File: src/rtl/evfifo_pkg.sv
package evfifo_pkg;

   // Field widths fixed by the interface
   localparam int EVENT_W    = 64;
   localparam int COUNT_W    = 4;
   localparam int DROP_W     = 64;
   localparam int SLOTS_W    = 4;

   // Usable slot count after reset
   localparam logic [SLOTS_W-1:0] SLOTS_RESET = 4'd15;

   // Request opcodes
   localparam logic CMD_PUSH = 1'b0;
   localparam logic CMD_POP  = 1'b1;

   // Controller states
   typedef enum logic [1:0] {
      ST_IDLE,
      ST_FETCH,
      ST_SEND
   } state_type;

   // Controller to datapath
   typedef struct packed {
      logic take;        // request accepted this cycle
      logic load_read;   // capture memory read data into the response
   } ctrl_cmd_type;

   // Datapath to controller
   typedef struct packed {
      logic req_pop;     // pending request is a pop
   } dp_stat_type;

endpackage

File: src/rtl/evfifo_ctrl.sv
module evfifo_ctrl (
   input  logic                     clock,
   input  logic                     reset,
   input  logic                     req_valid,
   output logic                     req_stall,
   output logic                     rsp_valid,
   input  logic                     rsp_stall,
   input  evfifo_pkg::dp_stat_type  stat,
   output evfifo_pkg::ctrl_cmd_type cmd
);

   evfifo_pkg::state_type state_ff;
   evfifo_pkg::state_type state_in;

   // State register
   always_ff @(posedge clock) begin
      if (reset) begin
         state_ff <= evfifo_pkg::ST_IDLE;
      end else begin
         state_ff <= state_in;
      end
   end

   // Next state
   always_comb begin
      state_in = state_ff;
      case (state_ff)
         evfifo_pkg::ST_IDLE: begin
            if (req_valid) begin
               state_in = stat.req_pop ? evfifo_pkg::ST_FETCH : evfifo_pkg::ST_SEND;
            end
         end
         evfifo_pkg::ST_FETCH: begin
            state_in = evfifo_pkg::ST_SEND;
         end
         evfifo_pkg::ST_SEND: begin
            if (!rsp_stall) begin
               state_in = evfifo_pkg::ST_IDLE;
            end
         end
         default: begin
            state_in = evfifo_pkg::ST_IDLE;
         end
      endcase
   end

   // Outputs
   always_comb begin
      req_stall     = 1'b1;
      rsp_valid     = 1'b0;
      cmd.take      = 1'b0;
      cmd.load_read = 1'b0;
      case (state_ff)
         evfifo_pkg::ST_IDLE: begin
            req_stall = 1'b0;
            cmd.take  = req_valid;
         end
         evfifo_pkg::ST_FETCH: begin
            cmd.load_read = 1'b1;
         end
         evfifo_pkg::ST_SEND: begin
            rsp_valid = 1'b1;
         end
         default: begin
            req_stall = 1'b1;
         end
      endcase
   end

endmodule

File: src/rtl/evfifo_dp.sv
module evfifo_dp #(
   parameter int SLOT_COUNT = 16,
   parameter int EVENT_BITS = 64
) (
   input  logic                                    clock,
   input  logic                                    reset,
   input  evfifo_pkg::ctrl_cmd_type                cmd,
   output evfifo_pkg::dp_stat_type                 stat,
   input  logic                                    csr_write_enable,
   input  logic [evfifo_pkg::SLOTS_W-1:0]          csr_write_data,
   input  logic                                    req_cmd,
   input  logic [evfifo_pkg::EVENT_W-1:0]          req_event_word,
   output logic                                    rsp_accepted,
   output logic [evfifo_pkg::EVENT_W-1:0]          rsp_read_event,
   output logic [evfifo_pkg::COUNT_W-1:0]          rsp_occupancy,
   output logic [evfifo_pkg::DROP_W-1:0]           rsp_dropped_total
);

   // Wrap point never exceeds usable_slots + 1, so only that many entries are used
   localparam int MAX_WRAP = (1 << evfifo_pkg::SLOTS_W);
   localparam int DEPTH    = (SLOT_COUNT < MAX_WRAP) ? SLOT_COUNT : MAX_WRAP;
   localparam int PW       = $clog2(DEPTH);
   localparam int WW       = evfifo_pkg::SLOTS_W + 1;

   logic [evfifo_pkg::SLOTS_W-1:0] slots_ff;
   logic [PW-1:0]                  wp_ff, wp_in;
   logic [PW-1:0]                  rp_ff, rp_in;
   logic [evfifo_pkg::DROP_W-1:0]  drop_ff, drop_in;
   logic                           acc_ff, acc_in;
   logic [evfifo_pkg::COUNT_W-1:0] occ_ff, occ_in;
   logic [evfifo_pkg::EVENT_W-1:0] rdata_ff;
   logic [EVENT_BITS-1:0]          mem [DEPTH];
   logic [EVENT_BITS-1:0]          mem_q_ff;

   logic [WW-1:0] wrap_raw, wrap;
   logic [PW-1:0] wp_cur, rp_cur, wp_nxt, rp_nxt;
   logic [WW-1:0] wp_inc, rp_inc;
   logic [WW-1:0] held;
   logic          mem_we;

   assign stat.req_pop = (req_cmd == evfifo_pkg::CMD_POP);

   // Wrap point, limited to the store depth
   assign wrap_raw = {1'b0, slots_ff} + WW'(1);
   assign wrap     = (wrap_raw > WW'(DEPTH)) ? WW'(DEPTH) : wrap_raw;

   // Positions at or past the wrap point restart the queue
   always_comb begin
      if ((WW'(wp_ff) >= wrap) || (WW'(rp_ff) >= wrap)) begin
         wp_cur = '0;
         rp_cur = '0;
      end else begin
         wp_cur = wp_ff;
         rp_cur = rp_ff;
      end
   end

   // Advanced positions
   assign wp_inc = WW'(wp_cur) + WW'(1);
   assign rp_inc = WW'(rp_cur) + WW'(1);
   assign wp_nxt = (wp_inc >= wrap) ? '0 : wp_inc[PW-1:0];
   assign rp_nxt = (rp_inc >= wrap) ? '0 : rp_inc[PW-1:0];

   // Push / pop decision
   always_comb begin
      wp_in   = wp_cur;
      rp_in   = rp_cur;
      drop_in = drop_ff;
      acc_in  = 1'b0;
      mem_we  = 1'b0;
      if (req_cmd == evfifo_pkg::CMD_PUSH) begin
         if (wp_nxt == rp_cur) begin
            drop_in = drop_ff + evfifo_pkg::DROP_W'(1);
         end else begin
            mem_we = cmd.take;
            wp_in  = wp_nxt;
            acc_in = 1'b1;
         end
      end else begin
         if (wp_cur != rp_cur) begin
            rp_in  = rp_nxt;
            acc_in = 1'b1;
         end
      end
   end

   // Occupancy after the request
   always_comb begin
      if (wp_in >= rp_in) begin
         held = WW'(wp_in) - WW'(rp_in);
      end else begin
         held = wrap - WW'(rp_in) + WW'(wp_in);
      end
      occ_in = held[evfifo_pkg::COUNT_W-1:0];
   end

   // Queue control state; a register write empties the queue
   always_ff @(posedge clock) begin
      if (reset) begin
         slots_ff <= evfifo_pkg::SLOTS_RESET;
         wp_ff    <= '0;
         rp_ff    <= '0;
         drop_ff  <= '0;
      end else if (csr_write_enable) begin
         slots_ff <= csr_write_data;
         wp_ff    <= '0;
         rp_ff    <= '0;
      end else if (cmd.take) begin
         wp_ff   <= wp_in;
         rp_ff   <= rp_in;
         drop_ff <= drop_in;
      end
   end

   // Event store, one write and one registered read port
   always_ff @(posedge clock) begin
      if (mem_we) begin
         mem[wp_cur] <= req_event_word[EVENT_BITS-1:0];
      end
      if (cmd.take) begin
         mem_q_ff <= mem[rp_cur];
      end
   end

   // Response register
   always_ff @(posedge clock) begin
      if (cmd.take) begin
         acc_ff   <= acc_in;
         occ_ff   <= occ_in;
         rdata_ff <= '0;
      end else if (cmd.load_read) begin
         rdata_ff <= acc_ff ? evfifo_pkg::EVENT_W'(mem_q_ff) : '0;
      end
   end

   assign rsp_accepted      = acc_ff;
   assign rsp_read_event    = rdata_ff;
   assign rsp_occupancy     = occ_ff;
   assign rsp_dropped_total = drop_ff;

endmodule

File: src/rtl/event_fifo_with_drop_count_core.sv
// Circular event queue with a counter of refused pushes. Each request is a
// push (req_cmd 0) or a pop (req_cmd 1) and yields exactly one response with
// an accepted flag, the popped word (zero unless a pop succeeded), the
// occupancy after the request and the 64-bit wrapping drop total. A push
// into a full queue or a pop from an empty queue is refused. csr_write_data
// sets how many events the queue may hold (0 to 15, reset 15); writing it
// empties the queue but keeps the drop total; it must be written only while
// no request is in flight, which the block itself does not enforce. One
// request is handled at a time: a push gives its response the cycle after
// acceptance; a pop passes through ST_FETCH before ST_SEND, because the
// event store has a single registered read port. Once the response is taken
// the block is ready again the next cycle.
module event_fifo_with_drop_count_core #(
   parameter int SLOT_COUNT = 16,
   parameter int EVENT_BITS = 64
) (
   input  logic                                clock,
   input  logic                                reset,
   input  logic                                csr_write_enable,
   input  logic [evfifo_pkg::SLOTS_W-1:0]      csr_write_data,
   input  logic                                req_valid,
   output logic                                req_stall,
   input  logic                                req_cmd,
   input  logic [evfifo_pkg::EVENT_W-1:0]      req_event_word,
   output logic                                rsp_valid,
   input  logic                                rsp_stall,
   output logic                                rsp_accepted,
   output logic [evfifo_pkg::EVENT_W-1:0]      rsp_read_event,
   output logic [evfifo_pkg::COUNT_W-1:0]      rsp_occupancy,
   output logic [evfifo_pkg::DROP_W-1:0]       rsp_dropped_total
);

   evfifo_pkg::ctrl_cmd_type ctrl_cmd;
   evfifo_pkg::dp_stat_type  dp_stat;

   // Sequencer
   evfifo_ctrl u_ctrl (
      .clock     (clock),
      .reset     (reset),
      .req_valid (req_valid),
      .req_stall (req_stall),
      .rsp_valid (rsp_valid),
      .rsp_stall (rsp_stall),
      .stat      (dp_stat),
      .cmd       (ctrl_cmd)
   );

   // Queue datapath
   evfifo_dp #(
      .SLOT_COUNT (SLOT_COUNT),
      .EVENT_BITS (EVENT_BITS)
   ) u_dp (
      .clock             (clock),
      .reset             (reset),
      .cmd               (ctrl_cmd),
      .stat              (dp_stat),
      .csr_write_enable  (csr_write_enable),
      .csr_write_data    (csr_write_data),
      .req_cmd           (req_cmd),
      .req_event_word    (req_event_word),
      .rsp_accepted      (rsp_accepted),
      .rsp_read_event    (rsp_read_event),
      .rsp_occupancy     (rsp_occupancy),
      .rsp_dropped_total (rsp_dropped_total)
   );

`ifndef SYNTHESIS
   // Only one request in flight: no acceptance while a response is shown
   a_one_in_flight: assert property (@(posedge clock) disable iff (reset)
      rsp_valid |-> req_stall)
      else $error("request accepted while a response is pending");

   // A refused request never returns data
   a_refused_zero: assert property (@(posedge clock) disable iff (reset)
      (rsp_valid && !rsp_accepted) |-> (rsp_read_event == '0))
      else $error("refused request returned a nonzero word");

   // Pop read data is captured right before the response is shown
   a_fetch_then_send: assert property (@(posedge clock) disable iff (reset)
      ctrl_cmd.load_read |=> rsp_valid)
      else $error("pop read capture not followed by a response");
`endif

endmodule
File: config.mk
export PLATFORM = sky130hd
export DESIGN_NAME = event_fifo_with_drop_count_core
export DESIGN_NICKNAME = d
export VERILOG_FILES = /design/src/rtl/evfifo_pkg.sv /design/src/rtl/evfifo_ctrl.sv /design/src/rtl/evfifo_dp.sv /design/src/rtl/event_fifo_with_drop_count_core.sv
export SDC_FILE = /design/constraint.sdc
export NUM_CORES = 2
export LEC_CHECK = 0
export ABC_AREA = 1
export CAP_MARGIN = 20
export CORE_ASPECT_RATIO = 1.5
export CORE_UTILIZATION = 25
export DETAILED_ROUTE_END_ITERATION = 12
export DONT_BUFFER_PORTS = 1
export MAX_ROUTING_LAYER = met4
export SLEW_MARGIN = 20
export SYNTH_ARGS = -nofsm -noshare
export SYNTH_HDL_FRONTEND = slang
export SYNTH_SLANG_ARGS = --single-unit
File: constraint.sdc
create_clock -name clock -period 10.3 [get_ports clock]
set_clock_uncertainty 0.2 [all_clocks]
set_input_delay 2.06 -clock clock [delete_from_list [all_inputs] [get_ports clock]]
set_output_delay 2.06 -clock clock [all_outputs]
set_load 0.02 [all_outputs]
==> results.ini <==
[cts]
cts_tree = yes
cts_repair_resize_count = 0
htree_levels = 4
clock_sinks = 1235
holdBufCountCts = 0
cts_setup_buffers = 0
clk_latency_ns = 0.78
cts.clk_slew.worst_paths_ns = 0.06
cts_max_path_buffers = 3
cts-root-buf = clkbuf_16
numCtsBuffers = 137

[synthesis]
synth_seq_cells = 1235
synth_sequential_area_ratio_pct = 70.05
yosysWarningCount = 0
yosysUniqueCellTypes = 45
syn_nets = 4131
synth_edf_count = 1093
synth_largest_area_cell = edfxtp_1
netlist_instances = 4022
async_reset_ff_share_pct = 0
synth_top_cell_area_share_pct = 64.46
synth_area_leaders = edfxtp_1 64%, dfxtp_1 5.6%, nand2_1 5.4%
synthFlopType = edfxtp_1
mappedNetlistArea_sq_mm = 0.05091
syn_avg_cell_area_sq_um = 12.66

[sta]
fmax_mhz = 127.1
setup-tns-final_ns = 0
period_needed_ns = 7.870
tightest_slew_ns = 1.136
setup_ws_ns = 2.430
hold_ws_ns = 0.3301
setup_viol = 0
hold_viol = 0
fin_crit_sh_pct = 76.41
drv_slew = 0
rsz0062_at_grt = false
slew_headroom_pct = 24.29

[final_layout]
final_cells = 6736
drive_gt1_share_pct = 9.775
fin_util_pct = 28.77
nNetsFinal = 4079
final_area_sq_mm = 0.05818
syn_to_final_growth_pct = 14.27

[detailed_routing]
dr_total_vias = 31217
wl_per_cell_um = 20.79
wirelength_um = 140000
first_pass_iters = 5
drtIter0Drc = 2380
drt-vias-per-instance = 4.634
antenna_left = 0
drc = 0

[worst_setup_path]
cp.arrival_ns = 8.18
reg2reg_from = u_dp.slots_ff[1]
critPathKind = reg2reg
setup.worst_path.start = u_dp.slots_ff[1]
cpPeakStageDelay_ns = 0.82
crit_path_end_kind = flip-flop
path_max_fanout = 96
r2r_cells = 31
cp.required_ns = 10.61
crit_path_start_kind = flip-flop
endpoint = u_dp.rsp_occupancy[3]
cp_slowest_cell = inv_8
r2r_slack_ns = 2.43
rr_endpoint = u_dp.rsp_occupancy[3]

[global_routing]
grt_pass1_wl_um = 206200
overflow = 0
grt_pass1_vias = 31192
met2_usage_pct = 22.82
grt.total_usage_pct = 13.77
use_met3_pct = 3.461
antenna_found_initial = 6
grt.busiest_layer = met2
grt_max_degree = 232
use_met1_pct = 16.08

[power_and_ir_drop]
peakVddDrop_mv = 0.1212
p_leak_nw = 19.82
power_density_mw_per_mm2 = 190.5
power.total_mw = 11.08

[die]
row_count = 202
initial_utilization_pct = 25.18
die-area_sq_mm = 0.2055
die_height_um = 554.7
core-area_sq_mm = 0.2022
ios = 209
die_w_um = 370.5

[placed_design]
dp_slack_ns = 2.386
portBuffers = 0
dp.cells = 6483
dpl_cell_area_sq_mm = 0.05379
place.gp.congestion = 0.9313
hpwl_um = 81350

[status]
status = finished clean

[min_path]
holdPathStages = 2
hold_class = reg2reg

[run]
drv_cap = 0

cells by family (layout without fill, tap and decap cells):
family	after synthesis	after routing	share of synthesized area (%)
buffers and inverters	371	431	3.037
flip-flops	1235	1235	70.05
adder cells (fa/ha/maj)	35	35	0.9191
other	0	2	0
multiplexers	257	257	5.053
AO/OA/AOI/OAI	750	750	8.844
AND/OR/NAND/NOR	1311	1311	11.01
XOR/XNOR	63	63	1.084
worst max-delay path: cells and delay by family, from the launching register on:
| kind | cells | cell delay [ns] |
|---|---|---|
| AO/OA/AOI/OAI | 6 | 1.28 |
| XOR/XNOR | 2 | 0.29 |
| adder cells (fa/ha/maj) | 6 | 2.03 |
| buffers and inverters | 4 | 1.13 |
| flip-flops | 1 | 0.38 |
| AND/OR/NAND/NOR | 13 | 2.22 |
synth_stat cells, types with 2 or more instances:
master    instances
buf_1            16
edfxtp_1       1093
inv_1           132
nand3_1         107
nand2_1         733
nor2_2            3
ha_1             31
a22oi_1           2
o22ai_1          64
or2_2           128
xnor2_1          15
buf_2            52
a21oi_1         141
o21ai_0         250
dfxtp_1         142
o21ai_1          28
nand3_2           5
nand2_2           2
o211ai_1        129
nand4_1          33
a211oi_1        129
mux2i_1         257
fa_1              4
xor2_1           48
clkbuf_1        151
and3_1            3
nor4_1            9
and2_1            3
nor3_1           35
nor2_1          245
inv_2             2
o21bai_1          2
buf_4            11
buf_6             6
registers in the layout, indices dropped and copies added (netlist names):
register / cells
u_dp.mem: 1024
u_dp.mem_q_ff: 64
u_dp.rsp_dropped_total: 64
u_dp.rsp_read_event: 64
u_dp.rp_ff: 4
u_dp.rsp_occupancy: 4
u_dp.slots_ff: 4
u_dp.wp_ff: 4
u_ctrl.state_ff: 2
u_dp.rsp_accepted: 1
worst min path at each step:
stage	startpoint	slack [ns]	to
finish	u_dp.slots_ff[3]	0.33	u_dp.slots_ff[3]
global route	u_dp.mem_q_ff[52]	0.37	u_dp.rsp_read_event[52]
CTS	u_dp.mem_q_ff[52]	0.33	u_dp.rsp_read_event[52]
detailed placement	u_dp.slots_ff[3]	0.31	u_dp.slots_ff[3]
global placement	u_dp.slots_ff[1]	0.31	u_dp.slots_ff[1]
floorplan	u_dp.slots_ff[1]	0.28	u_dp.slots_ff[1]
cells in the final DEF (no fill, tap or decap), drive strengths merged, types with 64 or more instances in the layout:
cell	n
a21oi	141
o22ai	64
nor2	249
mux2i	257
a211oi	129
o21ai	279
dfxtp	142
or2	128
clkbuf	184
edfxtp	1093
inv	145
nand3	112
o211ai	129
nand2	736
metal layers:
layer  routed length, um  part of all wire (%)
met4                4391                   3.1
met3                9868                   7.0
met2               68760                    49
met1               57010                    41
met5                   0                     0
area by class of cell:
cell class | instances | area [sq um]
Multi-Input combinational cell | 2416 | 13870
Sequential cell | 1235 | 35660
Clock inverter | 67 | 659.4
Tap cell | 2652 | 3318
Clock buffer | 184 | 3729
Inverter | 135 | 524.3
Antenna cell | 2 | 5.005
Fill cell | 20514 | 144000
Timing Repair Buffer | 45 | 412.9
where the power goes:
group | internal [mW] | switching (mW) | total [mW]
clock | 2.77 | 2.01 | 4.78
combinational | 0.203 | 0.478 | 0.681
sequential | 5.56 | 0.0652 | 5.62
total | 8.53 | 2.56 | 11.1
No activity file was read; power rests on OpenSTA's default activity.
